File: config.mk
export PLATFORM = sky130hd
export DESIGN_NAME = usvg_cordic_cell
export DESIGN_NICKNAME = d
export VERILOG_FILES = /design/src/rtl/usvg_pkg.sv /design/src/rtl/usvg_cordic_cell.sv
export SDC_FILE = /design/constraint.sdc
export NUM_CORES = 1
export LEC_CHECK = 0
export ABC_AREA = 1
export BUFFER_PORTS_ARGS = -buffer_cell sky130_fd_sc_hd__buf_4
export CORE_MARGIN = 1.5
export CORE_UTILIZATION = 50
export DETAILED_ROUTE_END_ITERATION = 12
export HOLD_SLACK_MARGIN = 0.1
export PLACE_DENSITY = 0.73
export SYNTH_ARGS = -nofsm -noshare
export SYNTH_HDL_FRONTEND = slang
export SYNTH_SLANG_ARGS = --single-unit
File: constraint.sdc
create_clock -name clk_i -period 1.15 [get_ports clk_i]
set_input_delay 0.345 -clock clk_i [delete_from_list [all_inputs] [get_ports clk_i]]
set_output_delay 0.345 -clock clk_i [all_outputs]
set_load 0.03 [all_outputs]
File: src/rtl/usvg_pkg.sv
package usvg_pkg;

  localparam int DivSteps    = 41;
  localparam int CordicSteps = 16;
  localparam int DivLanes    = 4;

  localparam int LaneTheta = 0;
  localparam int LanePhi   = 1;
  localparam int LaneTexV  = 2;
  localparam int LaneTexU  = 3;

  localparam logic signed [26:0] CordicGain = 27'sd10188014;

  localparam logic [29:0] AtanTurn [CordicSteps] = '{
    30'd536870912, 30'd316933406, 30'd167458907, 30'd85004756,
    30'd42667331,  30'd21354465,  30'd10679838,  30'd5340245,
    30'd2670163,   30'd1335087,   30'd667544,    30'd333772,
    30'd166886,    30'd83443,     30'd41722,     30'd20861
  };

  typedef enum logic [2:0] {
    CFG_RADIUS   = 3'd0,
    CFG_RINGS    = 3'd1,
    CFG_SEGMENTS = 3'd2,
    CFG_NORMALS  = 3'd3,
    CFG_TEXCOORD = 3'd4
  } cfg_idx_e;

  // remainder and a combined numerator/quotient shift word
  typedef struct packed {
    logic [8:0]  rem;
    logic [40:0] nq;
  } div_lane_t;

  typedef struct packed {
    logic [7:0]                ring;
    logic [7:0]                seg;
    div_lane_t [DivLanes-1:0]  lane;
  } div_stage_t;

  typedef struct packed {
    logic signed [26:0] x;
    logic signed [26:0] y;
    logic signed [32:0] z;
  } cordic_vec_t;

  typedef struct packed {
    logic [7:0]  ring;
    logic [7:0]  seg;
    logic [16:0] tex_u;
    logic [16:0] tex_v;
  } side_t;

  typedef struct packed {
    cordic_vec_t theta;
    cordic_vec_t phi;
    logic [1:0]  quad_theta;
    logic [1:0]  quad_phi;
    side_t       side;
  } cordic_stage_t;

endpackage

File: src/rtl/usvg_cordic_cell.sv
module usvg_cordic_cell
  import usvg_pkg::*;
(
  input  logic          clk_i,
  input  logic          rst_ni,
  input  logic          en_i,
  input  logic [3:0]    step_i,
  input  logic          valid_i,
  input  cordic_stage_t stage_i,
  output logic          valid_o,
  output cordic_stage_t stage_o
);

  cordic_stage_t stage_d, stage_q;
  logic          valid_q;

  function automatic cordic_vec_t rotate(cordic_vec_t v, logic [3:0] s);
    logic signed [26:0] dx, dy;
    logic signed [32:0] a;
    cordic_vec_t        r;
    dx = v.y >>> s;
    dy = v.x >>> s;
    a  = $signed({3'b000, AtanTurn[s]});
    if (v.z >= 0) begin
      r.x = v.x - dx;
      r.y = v.y + dy;
      r.z = v.z - a;
    end else begin
      r.x = v.x + dx;
      r.y = v.y - dy;
      r.z = v.z + a;
    end
    return r;
  endfunction

  always_comb begin
    stage_d       = stage_i;
    stage_d.theta = rotate(stage_i.theta, step_i);
    stage_d.phi   = rotate(stage_i.phi, step_i);
  end

  always_ff @(posedge clk_i or negedge rst_ni) begin
    if (!rst_ni) begin
      valid_q <= 1'b0;
    end else if (en_i) begin
      valid_q <= valid_i;
    end
  end

  always_ff @(posedge clk_i) begin
    if (en_i) begin
      stage_q <= stage_d;
    end
  end

  assign valid_o = valid_q;
  assign stage_o = stage_q;

endmodule

==> key figures, run 1 <==
Floorplanning
  • Starting density of the core: 0.5073
  • Cell Rows: 82
  • I/O Pins: 465
  • Die height: 228.6 um
  • Die W: 228.6 um

Placement
  • PortBufs: 464
  • HPWL after DPL: 90890 um
  • RePlAce Congestion: 1.047

Logic synthesis
  • Post-Syn Instances: 3736
  • Unique masters post-synth: 59
  • Mapped Avg Cell Area: 6.812 sq um
  • Syn Nets: 4159
  • Sequential-to-total area share from yosys stat: 0.2700
  • Synthesized flop and latch total: 229
  • Synthesized area: 25450 sq um
  • Synth Warn #: 0

STA
  • Worst End Pin Type: register data pin
  • GR repair worst EP: stage_o[78]$_DFFE_PP_/D

Clocking
  • Clk sinks: 229
  • H-tree lvl count: 1
  • Root Driver: clkbuf_16
  • CTS buffer count: 26
  • Longest Clk Path Bufs: 3

Run status
  • Status: aborted with a tool error
  • First Err: [ERROR GRT-0232] Routing congestion too high. Check the congestion heatmap in the GUI.
  • Stop stage: global routing (5_1_grt)

Global route
  • Total GRT Usage: 0.7375
  • GR Overflow Total: 59
  • Largest net degree at the start of global routing: 53
  • Initial antenna violation count: 39
## routing by layer
layer  track usage  overflow
met1        0.7293         2
met2        0.9066        33
met3        0.5983         1
met5        0.5478         0
met4        0.6637        23
## cells by family after synthesis
kind of cell	share of synthesized area
DFF	0.2700
adders and majority gates	0.09371
and+or+nand+nor	0.3475
AOI/OAI and AO/OA	0.1339
buffers and inverters	0.07940
xor gates and xnor gates	0.07502
muxes	0.0004424
## per-stage QoR
| stage | instances | setup WS (ns) | cell area, sq um | util |
|---|---|---|---|---|
| 4_1_cts | 5960 | -2.195 | 41940 | 0.8359 |
| 3_5_place_dp | 5772 | -3.076 | 38390 | 0.7651 |
| 3_3_place_gp | 5772 | -3.005 | 38390 | 0.7651 |
| 2_1_floorplan | 3736 | -2.703 | 26970 | - |
## cells in the mapped netlist, drive strengths merged
cell type | n | area share
a211oi | 2 | 0.00079
a21boi | 6 | 0.0018
a21o | 23 | 0.0068
a21oi | 229 | 0.045
a221oi | 6 | 0.0021
a31o | 2 | 0.00069
a31oi | 8 | 0.0020
and2 | 4 | 0.00098
buf | 97 | 0.026
clkbuf | 25 | 0.0037
clkinv | 1 | 0.00015
dfrtp | 1 | 0.00098
edfxtp | 228 | 0.27
fa | 6 | 0.0047
ha | 181 | 0.089
inv | 337 | 0.050
mux2 | 1 | 0.00044
nand2 | 1131 | 0.17
nand3 | 508 | 0.10
nand3b | 8 | 0.0024
nand4 | 35 | 0.0086
nor2 | 306 | 0.051
nor2b | 1 | 0.00025
nor3 | 37 | 0.0079
nor3b | 1 | 0.00049
nor4 | 11 | 0.0027
o2111ai | 4 | 0.0014
o211a | 2 | 0.00079
o211ai | 34 | 0.010
o21a | 19 | 0.0056
o21ai | 226 | 0.047
o21bai | 23 | 0.0068
o221a | 2 | 0.00088
o22ai | 2 | 0.00049
o31ai | 4 | 0.0012
or2 | 7 | 0.0017
xnor2 | 67 | 0.023
xor2 | 151 | 0.052
## what timing repair did
item / 4_1_cts
gates cloned: 5
endpoints found under the setup margin: 403
buffers inserted: 79
pin swaps: 166
gates resized for setup: 326
hold endpoints to repair: 56
hold buffers: 57
==> run 2: changes to the inputs <==
--- a/config.mk
+++ b/config.mk
@@ -8,10 +8,9 @@
 export ABC_AREA = 1
 export BUFFER_PORTS_ARGS = -buffer_cell sky130_fd_sc_hd__buf_4
 export CORE_MARGIN = 1.5
-export CORE_UTILIZATION = 50
+export CORE_UTILIZATION = 35
 export DETAILED_ROUTE_END_ITERATION = 12
-export HOLD_SLACK_MARGIN = 0.1
-export PLACE_DENSITY = 0.73
+export PLACE_DENSITY_LB_ADDON = 0.15
 export SYNTH_ARGS = -nofsm -noshare
 export SYNTH_HDL_FRONTEND = slang
 export SYNTH_SLANG_ARGS = --single-unit
==> key figures, run 2 <==
Global route
  • Global route hottest layer: met2
  • Total GRT Usage: 0.2875
  • First-pass GRT wire length: 168200 um
  • Vias in the first global route: 30380
  • GR Util met3: 0.04077
  • Met1 usage: 0.3894
  • Grt met2 use: 0.4817
  • GR Overflow Total: 0
  • Initial antenna violation count: 9
  • Largest net degree at the start of global routing: 60

Floorplanning
  • I/O Pins: 465 (unchanged)
  • Die height: 272.7 um (was 228.6 um)
  • Starting density of the core: 0.3548 (was 0.5073)
  • Die W: 272.7 um (was 228.6 um)
  • Core Box Area: 71730 sq um
  • Die area: 74340 sq um
  • Cell Rows: 98 (was 82)

Routing
  • Post-DRT Antenna Nets: 0
  • Routed vias: 31940
  • Drt via density: 5.053
  • DRC violations left: 0
  • Pre-antenna DRT Iters: 8
  • Wirelength per Cell: 17.81 um
  • Initial DRC Count: 2563
  • Routed wire length: 112600 um

Power and ir drop
  • Switching share of power: 0.4085
  • Net Sw Power: 23.28 mW
  • Sequential fraction of design power: 0.215
  • Comb pwr share: 0.613
  • Power Total: 56.99 mW
  • Pint: 33.71 mW
  • Clock network fraction of total power: 0.172
  • PwrDens: 1279 nW/um^2
  • Peak VDD IR: 1.489 mV
  • Leakage dissipation: 21.50 nW

Finish
  • Commonest non-fill, non-tap cell in the layout: buf_4
  • Area grow syn2layout: 75.04%
  • Design area: 44550 sq um
  • Area occupied by multi-input gates: 20550 sq um
  • Fillers: 6536
  • Final Net Count: 5768
  • Share of cells above drive strength 1: 0.4736
  • Most frequent cells in the layout: buf_4 (1562), nand2_1 (913), nand3_1 (436), inv_1 (298), edfxtp_1 (228)
  • Reg area: 6872 sq um
  • Max FFs per register: 228

Logic synthesis
  • Synth area leaders: edfxtp_1 (27%), nand2_1 (16%), nand3_1 (9.8%) (unchanged)
  • Synth Warn #: 0 (unchanged)
  • Mapped Avg Cell Area: 6.812 sq um (unchanged)
  • Ys flop type: edfxtp_1 (unchanged)
  • Synthesized area: 25450 sq um (unchanged)
  • Sequential-to-total area share from yosys stat: 0.2700 (unchanged)
  • Async SR Flop Fraction: 0.004367 (unchanged)
  • Post-Syn Instances: 3736 (unchanged)
  • Synthesized flop and latch total: 229 (unchanged)
  • Cell taking the most area after synthesis: edfxtp_1 (unchanged)
  • Number of synthesized flops with an enable pin: 228 (unchanged)
  • Unique masters post-synth: 59 (unchanged)
  • Syn Nets: 4159 (unchanged)
  • Most common cell in the netlist: nand2_1 (unchanged)
  • Commonest cells in the netlist: nand2_1 (1098), nand3_1 (500), inv_1 (318) (unchanged)
  • Yosys top cell area share: 0.2690 (unchanged)

Worst setup path
  • Kind of cell adding the most delay to the critical path: compound AO/OA/AOI/OAI gates
  • Startpoint types: input port
  • Flop-to-flop setup slack: 0.37 ns
  • Crit path arrival time: 3.82 ns
  • Worst Path Max Fanout: 8
  • Kind of critical path: in2reg
  • WP buf/inv: 7
  • Setup crit end kind: flip-flop
  • Slowest CP cell: ha_1
  • CP required: 1.52 ns
  • Worst path max stage delay: 0.33 ns

Run status
  • Status: finished with violations (was aborted with a tool error)
  • Violated checks: negative setup slack

Clocking
  • CTS buffer count: 28 (was 26)
  • Longest Clk Path Bufs: 3 (unchanged)
  • H-tree lvl count: 1 (unchanged)
  • CTS tree: yes
  • Worst skew pair latency: 0.61 ns
  • Clk sinks: 229 (unchanged)
  • Worst-path clk slew: 0.06 ns
  • Root Driver: clkbuf_16 (unchanged)

STA
  • Crit share post-route: 3.006
  • Worst Tran Pin Value: 0.4701 ns
  • Final Hold Fails: 0
  • Layout Skew: 0 ns
  • Slew HR: 0.6833
  • Setup TNS: -405.43 ns
  • Min cycle time layout: 3.457 ns
  • Slew Limit Fails: 0
  • Fmax: 0.2893 GHz
  • Final setup fails: 403
  • RSZ-0062 raised after global routing: yes
  • Worst setup margin: -2.307 ns

Placement
  • Place WS: -3.085 ns (was -3.076 ns)
  • RePlAce Congestion: 0.9790 (was 1.047)
  • PortBufs: 464 (unchanged)
  • HPWL after DPL: 90350 um (was 90890 um)
  • DP Area: 39040 sq um (was 38390 sq um)

Hold path
  • Worst min-delay path category: in2async

Run
  • Max cap viols: 0
-- run 2: per-layer routing --
layer / up-vias / wire (um) / part of all wire
met5: - / 40 / 0.00036
met4: 6 / 3014 / 0.027
met3: 167 / 6645 / 0.059
met2: 976 / 52960 / 0.47
met1: 14940 / 49950 / 0.44
li1: 15850 / - / -
-- run 2: metrics by stage --
stage / hold WS (ns) / std cells / utilization
2_1_floorplan: 0.04941 / 3736 / -
3_3_place_gp: 0.1202 / 6074 / 0.5442
3_5_place_dp: 0.1244 / 6074 / 0.5442
4_1_cts: 0.03385 / 6267 / 0.5989
5_1_grt: 0.05455 / 6320 / 0.6210
6_report: 0.06917 / 6321 / 0.6210
-- run 2: area by class of cell --
| type | count | area share |
|---|---|---|
| clock inverters | 18 | 0.006460 |
| inverters | 338 | 0.02893 |
| clock buffers | 32 | 0.01607 |
| diodes | 6 | 0.0003371 |
| multi-input cells | 3047 | 0.4614 |
| flip-flops and latches | 229 | 0.1543 |
| well taps | 950 | 0.02668 |
| repair buffers | 1701 | 0.3058 |
-- run 2: power groups by stage --
stage | Sequential, mW | Clock (mW) | Combinational [mW]
3_3_place_gp | 12.4 | 0 | 30.5
5_1_grt | 12.4 | 10.4 | 37.4
6_report | 12.2 | 9.80 | 35.0
4_1_cts | 12.3 | 10.1 | 33.1
3_5_place_dp | 12.4 | 0 | 30.6
2_1_floorplan | 16.0 | 0 | 12.8
-- run 2: logic make-up (layout without fill, tap and decap cells) --
logic type,Yosys count,after routing,synth area share
adders and majority gates,187,187,0.09371
and+or+nand+nor,2049,2049,0.3475
other,0,6,0
muxes,1,1,0.0004424
AOI/OAI and AO/OA,592,592,0.1339
buffers and inverters,460,2089,0.07940
DFF,229,229,0.2700
xor gates and xnor gates,218,218,0.07502
-- run 2: timing repair --
item,CTS,global route
hold buffers,56,0
endpoints found under the hold margin,56,0
resized for setup,390,260
setup endpoints to repair,403,403
pin swaps,247,217
setup buffers,85,48
cloned,3,0
-- run 2: worst paths after layout --
kind                            from            to  cells after the start
hold / removal                rst_ni       valid_o                      2
max in group asynchronous     rst_ni       valid_o                      2
setup reg to reg             valid_o       valid_o                      1
setup / recovery           step_i[0]  stage_o[135]                     27
min in group clk_i              en_i   stage_o[93]                      2
hold reg to reg              valid_o       valid_o                      1
Power figures use the tool's default switching activity.
==> run 3: changes to the inputs <==
--- a/config.mk
+++ b/config.mk
@@ -7,8 +7,10 @@
 export LEC_CHECK = 0
 export ABC_AREA = 1
 export BUFFER_PORTS_ARGS = -buffer_cell sky130_fd_sc_hd__buf_4
+export CELL_PAD_IN_SITES_DETAIL_PLACEMENT = 2
+export CELL_PAD_IN_SITES_GLOBAL_PLACEMENT = 2
 export CORE_MARGIN = 1.5
-export CORE_UTILIZATION = 35
+export CORE_UTILIZATION = 34
 export DETAILED_ROUTE_END_ITERATION = 12
 export PLACE_DENSITY_LB_ADDON = 0.15
 export SYNTH_ARGS = -nofsm -noshare
==> key figures, run 3 <==
Logic synthesis
  • Synthesized area: 25450 sq um (unchanged)
  • Cell taking the most area after synthesis: edfxtp_1 (unchanged)
  • Commonest cells in the netlist: nand2_1 (1098), nand3_1 (500), inv_1 (318) (unchanged)
  • Syn Nets: 4159 (unchanged)
  • Mapped Avg Cell Area: 6.812 sq um (unchanged)
  • Async SR Flop Fraction: 0.004367 (unchanged)
  • Yosys top cell area share: 0.2690 (unchanged)
  • Synth Warn #: 0 (unchanged)
  • Unique masters post-synth: 59 (unchanged)
  • Synth area leaders: edfxtp_1 (27%), nand2_1 (16%), nand3_1 (9.8%) (unchanged)
  • Most common cell in the netlist: nand2_1 (unchanged)
  • Synthesized flop and latch total: 229 (unchanged)
  • Sequential-to-total area share from yosys stat: 0.2700 (unchanged)
  • Number of synthesized flops with an enable pin: 228 (unchanged)
  • Post-Syn Instances: 3736 (unchanged)
  • Ys flop type: edfxtp_1 (unchanged)

Floorplanning
  • I/O Pins: 465 (unchanged)
  • Cell Rows: 100 (was 98)
  • Die height: 276.6 um (was 272.7 um)
  • Die W: 276.6 um (was 272.7 um)
  • Starting density of the core: 0.3424 (was 0.3548)

Placement
  • RePlAce Congestion: 0.9562 (was 0.9790)
  • HPWL after DPL: 142200 um (was 90350 um)
  • PortBufs: 464 (unchanged)

Run status
  • Status: aborted with a tool error (was finished with violations)
  • Stop stage: detailed placement (3_5_place_dp)
  • First Err: [ERROR DPL-0033] detailed placement checks failed during check placement.
run 3: cell counts after synthesis:
No cell type changed its count.
run 3: cell families after synthesis:
kind of cell	Yosys count	synth area share
buffers and inverters	460	0.07940
muxes	1	0.0004424
xor gates and xnor gates	218	0.07502
AOI/OAI and AO/OA	592	0.1339
adders and majority gates	187	0.09371
DFF	229	0.2700
and+or+nand+nor	2049	0.3475
run 3: per-stage QoR:
stage	cells	TNS [ns]	cell area [sq um]
3_3_place_gp	6144	-450.64	39380
2_1_floorplan	3736	-345.39	26970
