===== src/rtl/usvg_pkg.sv =====
package usvg_pkg;

  localparam int DivSteps    = 41;
  localparam int CordicSteps = 16;
  localparam int DivLanes    = 4;

  localparam int LaneTheta = 0;
  localparam int LanePhi   = 1;
  localparam int LaneTexV  = 2;
  localparam int LaneTexU  = 3;

  localparam logic signed [26:0] CordicGain = 27'sd10188014;

  localparam logic [29:0] AtanTurn [CordicSteps] = '{
    30'd536870912, 30'd316933406, 30'd167458907, 30'd85004756,
    30'd42667331,  30'd21354465,  30'd10679838,  30'd5340245,
    30'd2670163,   30'd1335087,   30'd667544,    30'd333772,
    30'd166886,    30'd83443,     30'd41722,     30'd20861
  };

  typedef enum logic [2:0] {
    CFG_RADIUS   = 3'd0,
    CFG_RINGS    = 3'd1,
    CFG_SEGMENTS = 3'd2,
    CFG_NORMALS  = 3'd3,
    CFG_TEXCOORD = 3'd4
  } cfg_idx_e;

  // remainder and a combined numerator/quotient shift word
  typedef struct packed {
    logic [8:0]  rem;
    logic [40:0] nq;
  } div_lane_t;

  typedef struct packed {
    logic [7:0]                ring;
    logic [7:0]                seg;
    div_lane_t [DivLanes-1:0]  lane;
  } div_stage_t;

  typedef struct packed {
    logic signed [26:0] x;
    logic signed [26:0] y;
    logic signed [32:0] z;
  } cordic_vec_t;

  typedef struct packed {
    logic [7:0]  ring;
    logic [7:0]  seg;
    logic [16:0] tex_u;
    logic [16:0] tex_v;
  } side_t;

  typedef struct packed {
    cordic_vec_t theta;
    cordic_vec_t phi;
    logic [1:0]  quad_theta;
    logic [1:0]  quad_phi;
    side_t       side;
  } cordic_stage_t;

endpackage


===== src/rtl/usvg_div_cell.sv =====
module usvg_div_cell
  import usvg_pkg::*;
(
  input  logic       clk_i,
  input  logic       rst_ni,
  input  logic       en_i,
  input  logic       valid_i,
  input  div_stage_t stage_i,
  input  logic [8:0] div_ring_i,
  input  logic [8:0] div_seg_i,
  output logic       valid_o,
  output div_stage_t stage_o
);

  div_stage_t stage_d, stage_q;
  logic       valid_q;

  function automatic div_lane_t div_step(div_lane_t l, logic [8:0] d);
    logic [9:0] t;
    logic       ge;
    div_lane_t  r;
    t     = {l.rem, l.nq[40]};
    ge    = (t >= {1'b0, d});
    r.rem = ge ? 9'(t - {1'b0, d}) : t[8:0];
    r.nq  = {l.nq[39:0], ge};
    return r;
  endfunction

  always_comb begin
    stage_d = stage_i;
    for (int l = 0; l < DivLanes; l++) begin
      if (l == LaneTheta || l == LaneTexV) begin
        stage_d.lane[l] = div_step(stage_i.lane[l], div_ring_i);
      end else begin
        stage_d.lane[l] = div_step(stage_i.lane[l], div_seg_i);
      end
    end
  end

  always_ff @(posedge clk_i or negedge rst_ni) begin
    if (!rst_ni) begin
      valid_q <= 1'b0;
    end else if (en_i) begin
      valid_q <= valid_i;
    end
  end

  always_ff @(posedge clk_i) begin
    if (en_i) begin
      stage_q <= stage_d;
    end
  end

  assign valid_o = valid_q;
  assign stage_o = stage_q;

endmodule


===== config.mk =====
export PLATFORM = sky130hd
export DESIGN_NAME = usvg_div_cell
export DESIGN_NICKNAME = d
export VERILOG_FILES = /design/src/rtl/usvg_pkg.sv /design/src/rtl/usvg_div_cell.sv
export SDC_FILE = /design/constraint.sdc
export NUM_CORES = 1
export LEC_CHECK = 0
export BUFFER_PORTS_ARGS = -buffer_cell sky130_fd_sc_hd__buf_2
export CORE_AREA = 5 5 172 174
export DETAILED_ROUTE_END_ITERATION = 8
export DIE_AREA = 0 0 177 179
export PLACE_DENSITY = 0.61
export SLEW_MARGIN = 0
export SYNTH_ARGS = -nofsm -noshare
export SYNTH_HDL_FRONTEND = slang
export SYNTH_SLANG_ARGS = --single-unit

===== constraint.sdc =====
create_clock -name clk_i -period 1.15 [get_ports clk_i]
set_clock_uncertainty 0.15 [all_clocks]
set_input_delay 0.23 -clock clk_i [delete_from_list [all_inputs] [get_ports clk_i]]
set_output_delay 0.23 -clock clk_i [all_outputs]
set_load 0.05 [all_outputs]

; Word level (Yosys, flattened, before mapping)
; Index checks and enable logic that the tools add are counted.
[word_totals]
ff_bits = 217
elab_cells = 23
output_inout_bits = 217
input_bits = 238
[op_classes]
n_addsub = 4
muxes = 4
n_lt_le_gt_ge = 4
[op_table]
columns = cell, count
row1 = 10-bit by 9-bit >= comparator with 1-bit output, 4
row2 = 9-bit two-way mux, 4
row3 = 9-bit subtractor, 4

; Longest topological paths before layout
; Gate-level depths: netlist of run 1.
[logic_depth]
ltp_word = 2
ltp_mapped = 10
ltp_nobuf = 9

; Worst setup path before layout of run 1
; Ideal clock, no wire load.
[synth_timing]
kind = input port to flip-flop
startpoint = in stage_i[40] in the netlist's numbering
endpoint = reg stage_q, in the netlist stage_o[49], data pin
arrival_time_ns = 1.910
required_ns = 0.740
path_stages = 9
setup_slack_ns = -1.170
setup_ns = 0.260
path_buffers = 0
path_cell_list = inv_1 -> ha_1 -> inv_1 -> fa_1 -> a21o_1 -> a221oi_1 -> o21ai_0 -> xnor2_1 -> mux2_4
[synth_lines]
columns = element, line
row1 = start: declaration, usvg_div_cell.sv:8  ; input div_stage_t stage_i,
row2 = end signal: assignment, usvg_div_cell.sv:50  ; stage_q <= stage_d;
row3 = end: declaration, usvg_div_cell.sv:15  ; div_stage_t stage_d, stage_q;

==> impl_metrics.py, run 1 <==
metrics = {
    "sta": {
        "finalCritPeriodShare_pct": 160,
        "rsz0062_at_grt": "yes",
        "holdWs_ns": 0.0167,
        "fin_ws_ns": -0.686,
        "tightest_slew_ns": 0.590,
        "fin_crit_ns": 1.84,
        "fin_setup_tns_ns": -87.86,
        "slew_violations": 0,
        "fmax_mhz": 545,
        "setup_viol": 260,
        "slew-limit-headroom_pct": 60.7,
        "hold_viol_final": 0,
    },
    "logic_synthesis": {
        "synth_cell_types": 48,
        "postSynthAreaPerCell_sq_um": 17.8,
        "syn_inst": 483,
        "synth_top_area_share_pct": 75.3,
        "async_reset_ff_share_pct": 0.461,
        "synth-edff-count": 216,
        "yosysWarnings": 0,
        "synth_nets": 761,
        "synth-seq-cells": 217,
        "synth.most_common_cell": "edfxtp_1",
        "synth-seq-area-share_pct": 75.5,
        "synth.largest_area_cell": "edfxtp_1",
        "syn_area_sq_um": 8620,
        "synthFlopType": "edfxtp_1",
        "synth_common_cells": "216 x edfxtp_1, 36 x ha_1, 33 x inv_1",
        "synth.area.top_cells": "edfxtp_1 75%, ha_1 5.2%, mux2_2 3.1%",
    },
    "die": {
        "dieArea_sq_um": 31700,
        "core_area_sq_um": 27600,
        "die_y_um": 179,
        "rows": 61,
        "io_pins": 455,
        "dieWidth_um": 177,
        "start_util_pct": 31.2,
    },
    "hold_path": {
        "hp-class": "in -> reg",
    },
    "detailed_routing": {
        "wl_um": 34800,
        "wire_per_inst_um": 20.4,
        "drtPass1Iterations": 7,
        "dr.first_iter.drc_count": 388,
        "viasPerCell": 4.46,
        "vias": 7598,
        "ant_nets": 0,
        "drc": 0,
    },
    "finish": {
        "seq_area_sq_um": 6510,
        "fin_nets": 1582,
        "nFillCells": 2014,
        "multi_input_area_sq_um": 2340,
        "area_growth_pct": 99.5,
        "layout-drive-gt1-share_pct": 53.3,
    },
    "clock_tree": {
        "worstSkewPairLatency_ns": 0.51,
        "cts_tree": "done",
        "cts_buffers": 24,
        "clockBufferDepth": 3,
        "cts.reportedPaths.clkPinSlew_ns": 0.06,
        "clock-sinks": 217,
        "root_buffer": "clkbuf_16",
        "htree_levels": 1,
    },
    "place": {
        "globalplace.congestion": 0.865,
        "placement.io_buffers": 454,
        "hpwl_um": 23000,
    },
    "global_routing": {
        "grt_pass1_wl_um": 50600,
        "antenna_found_initial": 6,
        "grt.total_usage_pct": 21.1,
        "grt_remaining_overflow": 0,
        "grt_pass1_vias": 8309,
        "grt_start_max_net_pins": 26,
    },
    "power_and_ir_drop": {
        "power_density_nw_per_um2": 1450,
        "peakVddDrop_mv": 1.24,
        "leakagePower_nw": 7.46,
        "p_total_mw": 25.0,
    },
    "critical_path": {
        "cp_data_arrival_time_ns": 1.95,
        "critical_path_peak_fanout": 2,
        "crit_required_ns": 1.27,
        "end_kind": "register",
        "crit_type": "in -> reg",
        "crit_path_start_kind": "primary input",
    },
    "run": {
        "maxCapViolCount": 0,
    },
    "outcome": {
        "outcome": "finished, violations left",
        "violations": "negative setup slack",
    },
}
## placed cells by master (no fill, tap or decap), types with 5 or more instances in the layout
cell / Yosys / layout
a21o_1: 11 / 11
a21oi_1: 18 / 10
a21oi_2: 1 / 8
buf_12: 0 / 8
buf_2: 0 / 230
buf_4: 0 / 108
buf_6: 2 / 229
buf_8: 0 / 5
clkbuf_16: 0 / 24
clkinv_1: 0 / 9
dlygate4sd3_1: 0 / 214
edfxtp_1: 216 / 216
ha_1: 36 / 26
ha_4: 0 / 10
inv_1: 33 / 21
inv_2: 0 / 7
mux2_2: 24 / 16
mux2_4: 8 / 16
nand2_1: 10 / 9
nor2_1: 16 / 16
o21ai_0: 11 / 5
xnor2_1: 11 / 11
xor2_1: 6 / 6
## power by group
part | internal, mW | switching (mW)
logic | 3.30 | 4.28
clock network | 4.27 | 3.16
registers | 9.58 | 0.381
## kinds of logic after synthesis
kind of cell,after synthesis,share of synthesized area [%]
flops,217,75.5
compound gates,74,5.95
simple gates,62,3.77
fa+ha+maj,40,6.15
mux,37,5.11
buf+inv,36,1.74
xor+xnor,17,1.73
## through the flow
stage          setup slack (ns)  utilization [%]  instance area, sq um  instances
6_report                 -0.686             62.2                 17200       1704
5_1_grt                  -0.730             62.2                 17200       1704
4_1_cts                  -0.662             61.8                 17100       1698
3_5_place_dp              -1.39             45.3                 12500       1427
3_3_place_gp              -1.37             45.3                 12500       1427
2_1_floorplan            -0.994                -                  8810        483
## layer usage
layer	global-route usage, %	up-vias	wire (um)	share of wire [%]
met5	0	-	19	0.055
met4	7.51	4	1230	3.5
met3	6.26	64	2760	7.9
met2	37.8	327	17900	51
met1	23.9	3666	12900	37
li1	-	3537	-	-
## layout make-up
| cell class | count | area share, % |
|---|---|---|
| Antenna cell | 4 | 0.0582 |
| Clock buffer | 27 | 3.56 |
| Clock inverter | 17 | 0.808 |
| Inverter | 33 | 1.03 |
| Multi-Input combinational cell | 233 | 13.6 |
| Sequential cell | 217 | 37.9 |
| Tap cell | 378 | 2.75 |
| Timing Repair Buffer | 795 | 40.3 |
## registers in the layout, indices dropped and copies added, names as in the netlist
register  count
valid_o       1
stage_o     216
## worst max-delay path, cell delays in order
cell      delay (ns)
buf_8           0.11
inv_12          0.04
ha_4            0.12
inv_2           0.03
fa_2            0.35
buf_6           0.13
a21o_1          0.18
a221oi_2        0.27
o21ai_1         0.10
xnor2_1         0.13
mux2_4          0.26
## what timing repair did
action,4_1_cts,5_1_grt
setup buffers,10,4
hold endpoints to repair,224,3
cloned,3,0
pin swaps,30,18
gates resized for setup,490,20
hold buffers,216,1
endpoints found under the setup margin,257,269
## path summary, 6_finish.rpt
check                       startpoint           to  slack [ns]  cells past startpoint
max                        stage_i[40]  stage_o[49]       -0.69                     11
min                        stage_i[92]  stage_o[93]        0.02                      3
max reg2reg                    valid_o      valid_o        0.23                      1
min reg2reg                    valid_o      valid_o        0.40                      1
max in group asynchronous       rst_ni      valid_o        0.28                      3
min in group asynchronous       rst_ni      valid_o        0.46                      3
Power figures use the tool's default switching activity.
==> run 2: changes to the inputs <==
--- a/config.mk
+++ b/config.mk
@@ -6,10 +6,11 @@
 export NUM_CORES = 1
 export LEC_CHECK = 0
 export BUFFER_PORTS_ARGS = -buffer_cell sky130_fd_sc_hd__buf_2
-export CORE_AREA = 5 5 172 174
+export CORE_AREA = 2 2 179 181
 export DETAILED_ROUTE_END_ITERATION = 8
-export DIE_AREA = 0 0 177 179
-export PLACE_DENSITY = 0.61
+export DIE_AREA = 0 0 181 183
+export PLACE_DENSITY = 0.56
+export SKIP_LAST_GASP = 1
 export SLEW_MARGIN = 0
 export SYNTH_ARGS = -nofsm -noshare
 export SYNTH_HDL_FRONTEND = slang
==> run 2 against run 1 <==
The run ends with negative hold slack, negative setup slack left. Routed wire length down 8.8%. Critical path depth unchanged. Register-to-register slack worse by 0.12 ns. Design area up 0.25%. Via count down 0.59%. First-iteration DRC count down 32%. Die area up 4.5%. Global-route usage down 2.7 points. Largest cell class unchanged. Highest routed layer unchanged.
==> impl_metrics.py, run 2 (synthesis gave the netlist of run 1 again) <==
metrics = {
    "finish": {
        "area_growth_pct": 100,
        "final_cells": 1733,
        "mostFrequentLayoutCells": "230 x buf_2, 225 x buf_6, 216 x edfxtp_1",
        "largest_register_ffs": 216,
        "layout-drive-gt1-share_pct": 54.0,
        "post-route-cell-area_sq_um": 17200,
        "fin_nets": 1591,
        "final_common_cell": "buf_2",
        "postLayoutCoreUtil_pct": 55.2,
    },
    "clock_tree": {
        "clock-sinks": 217,
        "hold_buffers": 211,
        "cts.reportedPaths.clkPinSlew_ns": 0.06,
        "root_buffer": "clkbuf_16",
        "htree_levels": 1,
        "cts_tree": "done",
        "worstSkewPairLatency_ns": 0.52,
        "clockBufferDepth": 3,
        "cts_buffers": 26,
    },
    "outcome": {
        "outcome": "finished, violations left",
        "violations": "negative hold slack, negative setup slack",
    },
    "sta": {
        "fin_crit_ns": 1.82,
        "finalCritPeriodShare_pct": 159,
        "fin_ws_ns": -0.673,
        "fin_setup_tns_ns": -88.01,
        "fmax_mhz": 548,
        "slew_violations": 0,
        "slew-limit-headroom_pct": 70.2,
        "setup_viol": 257,
        "tightest_slew_ns": 0.442,
        "rsz0062_at_grt": "yes",
        "hold_viol_final": 1,
        "holdWs_ns": -0.00242,
    },
    "critical_path": {
        "crit_type": "in -> reg",
        "critical_path_peak_fanout": 2,
        "end_kind": "register",
        "cp_data_arrival_time_ns": 1.96,
        "crit_path_start_kind": "primary input",
        "r2r_slack_ns": 0.11,
        "r2r_cells": 2,
        "crit_required_ns": 1.28,
    },
    "detailed_routing": {
        "viasPerCell": 4.36,
        "dr.first_iter.drc_count": 263,
        "ant_nets": 0,
        "drc": 0,
        "wl_um": 31700,
        "wire_per_inst_um": 18.3,
        "drtPass1Iterations": 4,
        "vias": 7553,
    },
    "place": {
        "dp_cells": 1461,
        "place_ws_ns": -1.37,
        "hpwl_um": 21600,
        "placement.io_buffers": 454,
        "dpl_cell_area_sq_um": 12600,
        "globalplace.congestion": 0.785,
    },
    "global_routing": {
        "grt.total_usage_pct": 18.4,
        "grt_start_max_net_pins": 22,
        "antenna_found_initial": 2,
        "grt_pass1_vias": 8124,
        "grt_pass1_wl_um": 46900,
        "grt_remaining_overflow": 0,
    },
    "die": {
        "die_y_um": 183,
        "core_area_sq_um": 31200,
        "dieWidth_um": 181,
        "start_util_pct": 27.6,
        "dieArea_sq_um": 33100,
        "rows": 65,
        "io_pins": 455,
    },
    "run": {
        "maxCapViolCount": 0,
    },
    "power_and_ir_drop": {
        "peakVddDrop_mv": 1.07,
        "power_density_nw_per_um2": 1450,
        "leakagePower_nw": 7.47,
    },
    "hold_path": {
        "hold_depth": 2,
        "hp-class": "in -> reg",
    },
}
-- run 2: changes by cell type in the layout (fill, tap and decap cells not counted), moves of 4 or more --
cell	change
buf_4	+18
buf_6	-4
clkbuf_1	+4
clkinv_1	-4
dlygate4sd3_1	-5
mux2_2	+4
mux2_4	-4
-- run 2: final cells by class --
| class | count | area, sq um |
|---|---|---|
| inverters | 33 | 176 |
| fillers | 2453 | 14000 |
| repair buffers | 803 | 6960 |
| clock inverters | 11 | 63.8 |
| multi-input cells | 232 | 2320 |
| diodes | 1 | 2.50 |
| well taps | 402 | 503 |
| clock buffers | 34 | 702 |
| flip-flops and latches | 217 | 6510 |
-- run 2: path summary, 6_finish.rpt --
path / from / to
setup / recovery: stage_i[40] / stage_o[49]
hold / removal: en_i / stage_o[145]
setup reg to reg: valid_o / valid_o
hold reg to reg: valid_o / valid_o
max in group asynchronous: rst_ni / valid_o
min in group asynchronous: rst_ni / valid_o
-- run 2: timing repair --
action / CTS / global route
pin swaps: 28 / 11
setup buffers: 9 / 6
setup endpoints to repair: 257 / 456
gates resized for setup: 484 / 17
gates cloned: 2 / 0
hold endpoints to repair: 224 / 2
-- run 2: worst max-delay path, cell delays in order --
cell and delay [ns]:
buf_8 0.11, inv_12 0.04, ha_4 0.14, inv_2 0.04
fa_2 0.34, buf_6 0.12, a21o_1 0.17, a221oi_2 0.26
o21ai_1 0.12, xnor2_1 0.13, mux2_4 0.25
-- run 2: where the power goes --
group,total [mW],internal (mW),leakage (nW),switching (mW)
logic,7.52,3.31,4.97,4.21
clock network,7.47,4.27,0.373,3.20
registers,9.95,9.58,2.13,0.368
-- run 2: per-stage QoR --
step                      hold slack [ns]  power (mW)
after floorplan                    -0.216        13.6
after detailed placement           -0.139        15.7
after global placement             -0.145        15.6
after CTS                         -0.0263        25.0
final                            -0.00242        24.9
after global routing              -0.0111        25.9
-- run 2: metal layers --
layer	GRT usage, %	part of all wire, %	vias to the layer above
met5	0	0.041	-
met4	5.72	2.7	2
met3	5.70	7.8	57
met2	33.3	51	312
met1	20.7	38	3630
li1	-	-	3552
